<file path="config.mk">
export PLATFORM = sky130hd
export DESIGN_NAME = vvh_div
export DESIGN_NICKNAME = d
export VERILOG_FILES = /design/src/rtl/vvh_pkg.sv /design/src/rtl/vvh_div.sv
export SDC_FILE = /design/constraint.sdc
export NUM_CORES = 1
export LEC_CHECK = 0
export BUFFER_PORTS_ARGS = -buffer_cell sky130_fd_sc_hd__clkbuf_2
export CORE_MARGIN = 2
export CORE_UTILIZATION = 57
export DETAILED_ROUTE_END_ITERATION = 6
export HOLD_SLACK_MARGIN = 0.15
export MAX_ROUTING_LAYER = met4
export PLACE_DENSITY = 0.82
export SLEW_MARGIN = 40
export SYNTH_ARGS = -nofsm -noshare
export SYNTH_HDL_FRONTEND = slang
export SYNTH_SLANG_ARGS = --single-unit
</file>
<file path="constraint.sdc">
create_clock -name clk -period 3.8 [get_ports clk]
set_input_delay 0.76 -clock clk [delete_from_list [all_inputs] [get_ports clk]]
set_output_delay 0.76 -clock clk [all_outputs]
set_load 0.05 [all_outputs]
</file>
<file path="src/rtl/vvh_pkg.sv">
`default_nettype none
package vvh_pkg;

    localparam int SPACE_RADIUS_MM = 1024;
    localparam int GRID_MAX        = 32;
    localparam int COUNT_WIDTH     = 16;

    // port field widths
    localparam int POS_W     = 13;
    localparam int SIZE_W    = 12;
    localparam int OUT_IDX_W = 15;
    localparam int OUT_CNT_W = 16;
    localparam int TOTAL_W   = 16;

    // input beat operations
    localparam logic FUNC_RECORD = 1'b0;
    localparam logic FUNC_CLEAR  = 1'b1;

    localparam int INDEX_W     = $clog2(GRID_MAX);
    localparam int GRID_W      = INDEX_W + 1;
    localparam int QUOT_W      = INDEX_W + 1;
    localparam int STORE_DEPTH = GRID_MAX * GRID_MAX * GRID_MAX;
    localparam int ADDR_W      = $clog2(STORE_DEPTH);
    localparam int TOT_W       = $clog2(STORE_DEPTH + 1);
    localparam int SUM_W       = POS_W + 1;
    localparam int DVD_W       = POS_W;
    localparam int DIV_SH_W    = SIZE_W + QUOT_W - 1;
    localparam int DIV_STEP_W  = $clog2(QUOT_W);
    localparam int T_W         = GRID_W + INDEX_W;
    localparam int IDXP_W      = GRID_W + T_W;
    localparam int PROD_W      = SIZE_W + INDEX_W + 1;
    localparam int CENTRE_W    = PROD_W + 1;

    localparam int SIZE_RESET     = 100;
    localparam int GRID_RESET_RAW = (2 * SPACE_RADIUS_MM + SIZE_RESET - 1) / SIZE_RESET;
    localparam int GRID_RESET     = (GRID_RESET_RAW > GRID_MAX) ? GRID_MAX :
                                    ((GRID_RESET_RAW < 1) ? 1 : GRID_RESET_RAW);

    // doubled-centre limits of the uncommon regions
    localparam logic signed [CENTRE_W-1:0] CENTRE_UP   = CENTRE_W'(1000);
    localparam logic signed [CENTRE_W-1:0] CENTRE_DOWN = CENTRE_W'(-1600);
    localparam logic signed [CENTRE_W-1:0] CENTRE_BACK = CENTRE_W'(600);
    localparam logic signed [CENTRE_W-1:0] CENTRE_SIDE = CENTRE_W'(1600);
    localparam logic signed [CENTRE_W-1:0] TWO_RADIUS  = CENTRE_W'(2 * SPACE_RADIUS_MM);

    typedef struct packed {
        logic              start;
        logic [DVD_W-1:0]  dividend;
        logic [SIZE_W-1:0] divisor;
    } div_req_t;

    typedef struct packed {
        logic              done;
        logic [QUOT_W-1:0] quotient;
    } div_rsp_t;

    // doubled centre: -2R + (2i+1)*size
    function automatic logic signed [CENTRE_W-1:0] centre2(
        input logic [INDEX_W-1:0] idx,
        input logic [SIZE_W-1:0]  size
    );
        logic [PROD_W-1:0] prod;
        prod = PROD_W'({idx, 1'b1}) * PROD_W'(size);
        return $signed({1'b0, prod}) - TWO_RADIUS;
    endfunction

    function automatic logic [OUT_CNT_W-1:0] count_out(input logic [COUNT_WIDTH-1:0] c);
        logic [32:0] w;
        w = 33'(c);
        return (w > 33'h0FFFF) ? '1 : w[OUT_CNT_W-1:0];
    endfunction

endpackage
`default_nettype wire

</file>
<file path="src/rtl/vvh_div.sv">
`default_nettype none
module vvh_div (
    input  logic              clk,
    input  logic              rst_n,
    input  vvh_pkg::div_req_t req,
    output vvh_pkg::div_rsp_t rsp
);
    import vvh_pkg::*;

    logic                  busy_reg;
    logic                  done_reg;
    logic [DIV_STEP_W-1:0] step_reg;
    logic [DVD_W-1:0]      rem_reg;
    logic [DIV_SH_W-1:0]   dsr_sh_reg;
    logic [QUOT_W-1:0]     quot_reg;

    logic                  sat;
    logic                  ge;

    // quotient would not fit: saturate to all ones
    assign sat = (SIZE_W + QUOT_W)'(req.dividend) >= {req.divisor, QUOT_W'(0)};
    assign ge  = DIV_SH_W'(rem_reg) >= dsr_sh_reg;

    always_ff @(posedge clk or negedge rst_n)
    begin
        if (!rst_n)
        begin
            busy_reg <= 1'b0;
            done_reg <= 1'b0;
            step_reg <= '0;
        end
        else
        begin
            if (req.start)
            begin
                busy_reg <= !sat;
                done_reg <= sat;
                step_reg <= DIV_STEP_W'(QUOT_W - 1);
            end
            else if (busy_reg)
            begin
                if (step_reg == '0)
                begin
                    busy_reg <= 1'b0;
                    done_reg <= 1'b1;
                end
                else
                begin
                    done_reg <= 1'b0;
                    step_reg <= step_reg - DIV_STEP_W'(1);
                end
            end
            else
            begin
                done_reg <= 1'b0;
            end
        end
    end

    always_ff @(posedge clk)
    begin
        if (req.start)
        begin
            rem_reg    <= req.dividend;
            dsr_sh_reg <= {req.divisor, (QUOT_W - 1)'(0)};
            quot_reg   <= sat ? '1 : '0;
        end
        else if (busy_reg)
        begin
            // one restoring step per cycle
            if (ge)
            begin
                rem_reg <= rem_reg - dsr_sh_reg[DVD_W-1:0];
            end
            quot_reg   <= {quot_reg[QUOT_W-2:0], ge};
            dsr_sh_reg <= dsr_sh_reg >> 1;
        end
    end

    assign rsp.done     = done_reg;
    assign rsp.quotient = quot_reg;

endmodule
`default_nettype wire

</file>
==> results.md <==
- The flow ran to the end, and the final reports show no timing, DRC or antenna violations.
- The number of fill cells is 345.
- The detailed placer's ending HPWL is 4130 um.
- In the finished design, the share of the clock period the worst path needs comes to about two thirds.
- Of all nets on the critical path, the largest fanout is 8.
- For this run, the top clock speed supported by timing is 389 MHz.
- The post-cts hold buffer count is 0.
- The congestion estimate from routability-driven global placement came to 0.875.
- The diode insertion count for antenna repair is 0.
- The clock arrives with 17.3 ps of skew.
- The clock edge transition at the registers on the reported setup and hold paths is 90 ps.
- Counting flops with a built-in enable in the synthesized netlist gives 31.
- The path class of the tightest hold or removal check is primary input to asynchronous set/reset pin.
- After clock tree synthesis, the repair step resized 0 gates.
- The class of the most critical setup path is flip-flop to flip-flop.
- The first global-routing pass estimated 9400 um of wire.
- In the final routed layout, each cell accounts on average for 15.8 um.
- The number of antenna-violating nets in the routed design is 0.
- The number of antenna violations at the first check in global routing was 0.
- The register with the most flip-flops in the layout has 17 of them.
- The worst setup path is launched from a flip-flop.
- The synthesized design spends more area on one cell type than any other, namely sky130_fd_sc_hd__edfxtp_1.
- Across the VDD grid, the largest voltage drop is 0.343 mV.
- The data arrival time of the worst path is 2570 ps.
- The power per cell area is 577 mW/mm^2.
- The design draws 1.69 mW.
- Among all stages on the critical path, the largest delay is contributed by sky130_fd_sc_hd__o311ai_2.
- Counting along the longest clock path gives a buffer depth of 2.
- For this design the static power due to leakage is 1.32 nW.
- Clock tree synthesis found a total of 41 sinks.
- By area the synthesized netlist is led by sky130_fd_sc_hd__edfxtp_1 35%, sky130_fd_sc_hd__ha_1 10%, sky130_fd_sc_hd__inv_1 4.9%.
- The CTS buffer count is 5.
- After detailed routing, the total wire length is between 5000 and 6000 um.
- Clock tree synthesis selected as its root buffer the cell sky130_fd_sc_hd__clkbuf_8.
- The share of async-settable or async-resettable flops after synthesis is 12.2%.
- After synthesis, the netlist uses 56 different library cells.
- The y dimension of the die is 71.9 um.
- Setup repair after global routing left no endpoint under its margin.
- The transition at the pin with the smallest max-transition slack is about 630 ps.
- The via count of the first global-routing pass is about 2,000.
- Entering global routing, the biggest net connects 57 pins.
- For this run, the leading register cell type out of synthesis is sky130_fd_sc_hd__edfxtp_1.
- The core outline area is 0.00441 mm^2.
- The first detailed-routing pass ran for 4 iterations.
- In the routed design, unresolved DRC markers number 0.
- The final net count is 350.
- The kind of end point of the critical path is a flip-flop.
- The die area is 0.00518 mm^2.
- Global routing finished with a remaining overflow of 0.
- The detailed router's first-iteration violation count is 105.
- After routing, the total negative slack on setup checks comes to 0 ps.
- The post-CTS setup repair buffer count is 0.
- The kind of cell adding the most delay to the critical path is compound AO/OA/AOI/OAI gates.
- Once the floorplan was initialized, standard cells occupied 59.6% of the core.
- The number of I/O port buffers is 34.
- The count of endpoints failing hold in the final timing report is 0.
- The synthesis-to-finish area growth is 11.2%.
- Of the post-synthesis cell area, the dominant cell type holds 35.4%.
- For the worst setup path, the data required time is approximately 3800 ps.
- The delay contributed by the slowest stage of the critical path is roughly 600 ps.
- The insertion delay of the later-clocked pin in the worst-skew pair is ~300 ps.
- The H-tree generated during clock tree synthesis spans 2 levels.
- The synthesis warning total is 0.
- From left edge to right edge, the die measures 71.9 um.
- Across every metal layer, demand over resource in global routing totals between 20 and 25%.
- The number of nets in the synthesized netlist is 319.
- For this run, the register share of the synthesized area comes to 43.9%.
- The area of the mapped netlist is around 0.0026 mm^2.
- The TritonCTS clock tree is built.
- Row generation in the floorplan step produced 24 rows.
- The relative slew slack is a little under 60%.
- The signal on the critical path passes through inv_1 -> ha_1 -> a21o_1 -> nor2_1 -> a21oi_1 -> nand2_1 -> o311ai_2 -> buf_4.
- Synthesis produced 268 cells.
- The fraction of layout instances using a drive strength above 1 is 18.0%.
- The final count of pins violating max slew is 0.
- The synthesized area per cell is ~10 um^2.
- The flip-flop and latch count after synthesis is 41.
- The average vias per placed instance is 5.93.
- Together, buffers and inverters on the worst path number 2.
- Setup violations remaining at the end of the flow were counted as 0.
- In this run the count of I/O pins placed on the die edge is 35.
- The max-cap check violation count is 0.
- The detailed router placed 2,089 vias in this run.
- The time the worst path needs with I/O delays and setup is 2570 ps.
==> where the power goes <==
| group | leakage (nW) | switching (mW) | internal, mW |
|---|---|---|---|
| sequential | 0.431 | 0.0474 | 0.602 |
| combinational | 0.837 | 0.452 | 0.281 |
| clock | 0.0512 | 0.157 | 0.147 |
==> layer usage <==
layer	vias to the layer above	share of wire [%]	GRT usage, %
met1	972	46	32.9
met3	12	5.2	5.69
met5	-	0	-
li1	1038	-	-
met2	67	47	37.1
met4	0	1.8	7.34
==> cell usage in the layout, fill, tap and decap left out, drive strengths merged, types with 2 or more instances in the layout <==
| master | Yosys | final |
|---|---|---|
| clkbuf | 2 | 40 |
| inv | 34 | 34 |
| edfxtp | 31 | 31 |
| nand2 | 26 | 26 |
| ha | 22 | 22 |
| o21ai | 19 | 19 |
| nor2 | 17 | 17 |
| a21oi | 12 | 12 |
| nand3 | 8 | 8 |
| o31ai | 8 | 8 |
| mux2i | 6 | 6 |
| a21o | 5 | 5 |
| dfrtp | 5 | 5 |
| dfxtp | 5 | 5 |
| a22o | 4 | 4 |
| nor3 | 4 | 4 |
| o21a | 4 | 4 |
| nor2b | 3 | 3 |
| a211oi | 3 | 3 |
| nor4 | 3 | 3 |
| o211ai | 3 | 3 |
| xnor2 | 3 | 3 |
| nand4 | 2 | 2 |
| nor3b | 2 | 2 |
| xor2 | 2 | 2 |
| and2 | 2 | 2 |
| nand2b | 2 | 2 |
| buf | 10 | 2 |
| o311ai | 2 | 2 |
| clkinv | 0 | 2 |
==> cells by family after synthesis <==
| family | Yosys count | share of synthesized area, % |
|---|---|---|
| compound gates | 74 | 20.5 |
| xor+xnor | 5 | 1.66 |
| fa+ha+maj | 23 | 11.2 |
| buf+inv | 46 | 7.18 |
| flops | 41 | 43.9 |
| mux | 6 | 2.28 |
| simple gates | 73 | 13.2 |
==> synth_stat cells, types with 2 or more instances <==
cell and number:
sky130_fd_sc_hd__inv_1 34, sky130_fd_sc_hd__edfxtp_1 31, sky130_fd_sc_hd__nand2_1 25, sky130_fd_sc_hd__ha_1 22, sky130_fd_sc_hd__nor2_1 17, sky130_fd_sc_hd__a21oi_1 10, sky130_fd_sc_hd__o21ai_0 10, sky130_fd_sc_hd__nand3_1 8
sky130_fd_sc_hd__o21ai_1 8, sky130_fd_sc_hd__o31ai_1 8, sky130_fd_sc_hd__mux2i_1 6, sky130_fd_sc_hd__a21o_1 5, sky130_fd_sc_hd__dfrtp_1 5, sky130_fd_sc_hd__dfxtp_1 5, sky130_fd_sc_hd__a22o_1 4, sky130_fd_sc_hd__buf_1 4
sky130_fd_sc_hd__buf_2 4, sky130_fd_sc_hd__nor3_1 4, sky130_fd_sc_hd__a211oi_1 3, sky130_fd_sc_hd__nor2b_1 3, sky130_fd_sc_hd__nor4_1 3, sky130_fd_sc_hd__o211ai_1 3, sky130_fd_sc_hd__o21a_1 3, sky130_fd_sc_hd__xnor2_1 3
sky130_fd_sc_hd__a21oi_2 2, sky130_fd_sc_hd__and2_1 2, sky130_fd_sc_hd__clkbuf_1 2, sky130_fd_sc_hd__nand2b_1 2, sky130_fd_sc_hd__nand4_1 2, sky130_fd_sc_hd__nor3b_1 2, sky130_fd_sc_hd__o311ai_1 2, sky130_fd_sc_hd__xor2_1 2
==> per-stage QoR <==
stage	hold slack, ps	setup WS [ps]	utilization [%]	instance area, um^2	std cells
floorplan	464	1050	-	2630	268
global placement	493	1340	64.1	2830	344
detailed placement	511	1250	64.1	2830	344
CTS	264	1220	66.2	2920	352
global route	258	1040	66.3	2930	352
finish	270	1230	66.3	2930	352
==> path summary, 6_finish.rpt <==
kind,from,to,slack (ps),cells after the start
max,dsr_sh_reg[8]$_DFFE_PP_,rem_reg[8]$_DFFE_PP_,1230,8
min in group clk,dsr_sh_reg[0]$_SDFFE_PP0P_,dsr_sh_reg[0]$_SDFFE_PP0P_,530,2
min,rst_n,step_reg[0]$_DFFE_PN0P_,270,1
min reg2reg,dsr_sh_reg[0]$_SDFFE_PP0P_,dsr_sh_reg[0]$_SDFFE_PP0P_,530,2
max in group asynchronous,rst_n,step_reg[1]$_DFFE_PN0P_,3390,1
max reg2reg,dsr_sh_reg[8]$_DFFE_PP_,rem_reg[8]$_DFFE_PP_,1230,8
==> cell type report <==
class	count	area (um^2)	area share [%]
clock inverters	2	13.8	0.470
multi-input cells	181	1300	44.3
well taps	52	65.1	2.22
inverters	34	128	4.36
repair buffers	36	185	6.33
clock buffers	6	82.6	2.82
flip-flops and latches	41	1160	39.5
Power figures use the tool's default switching activity.
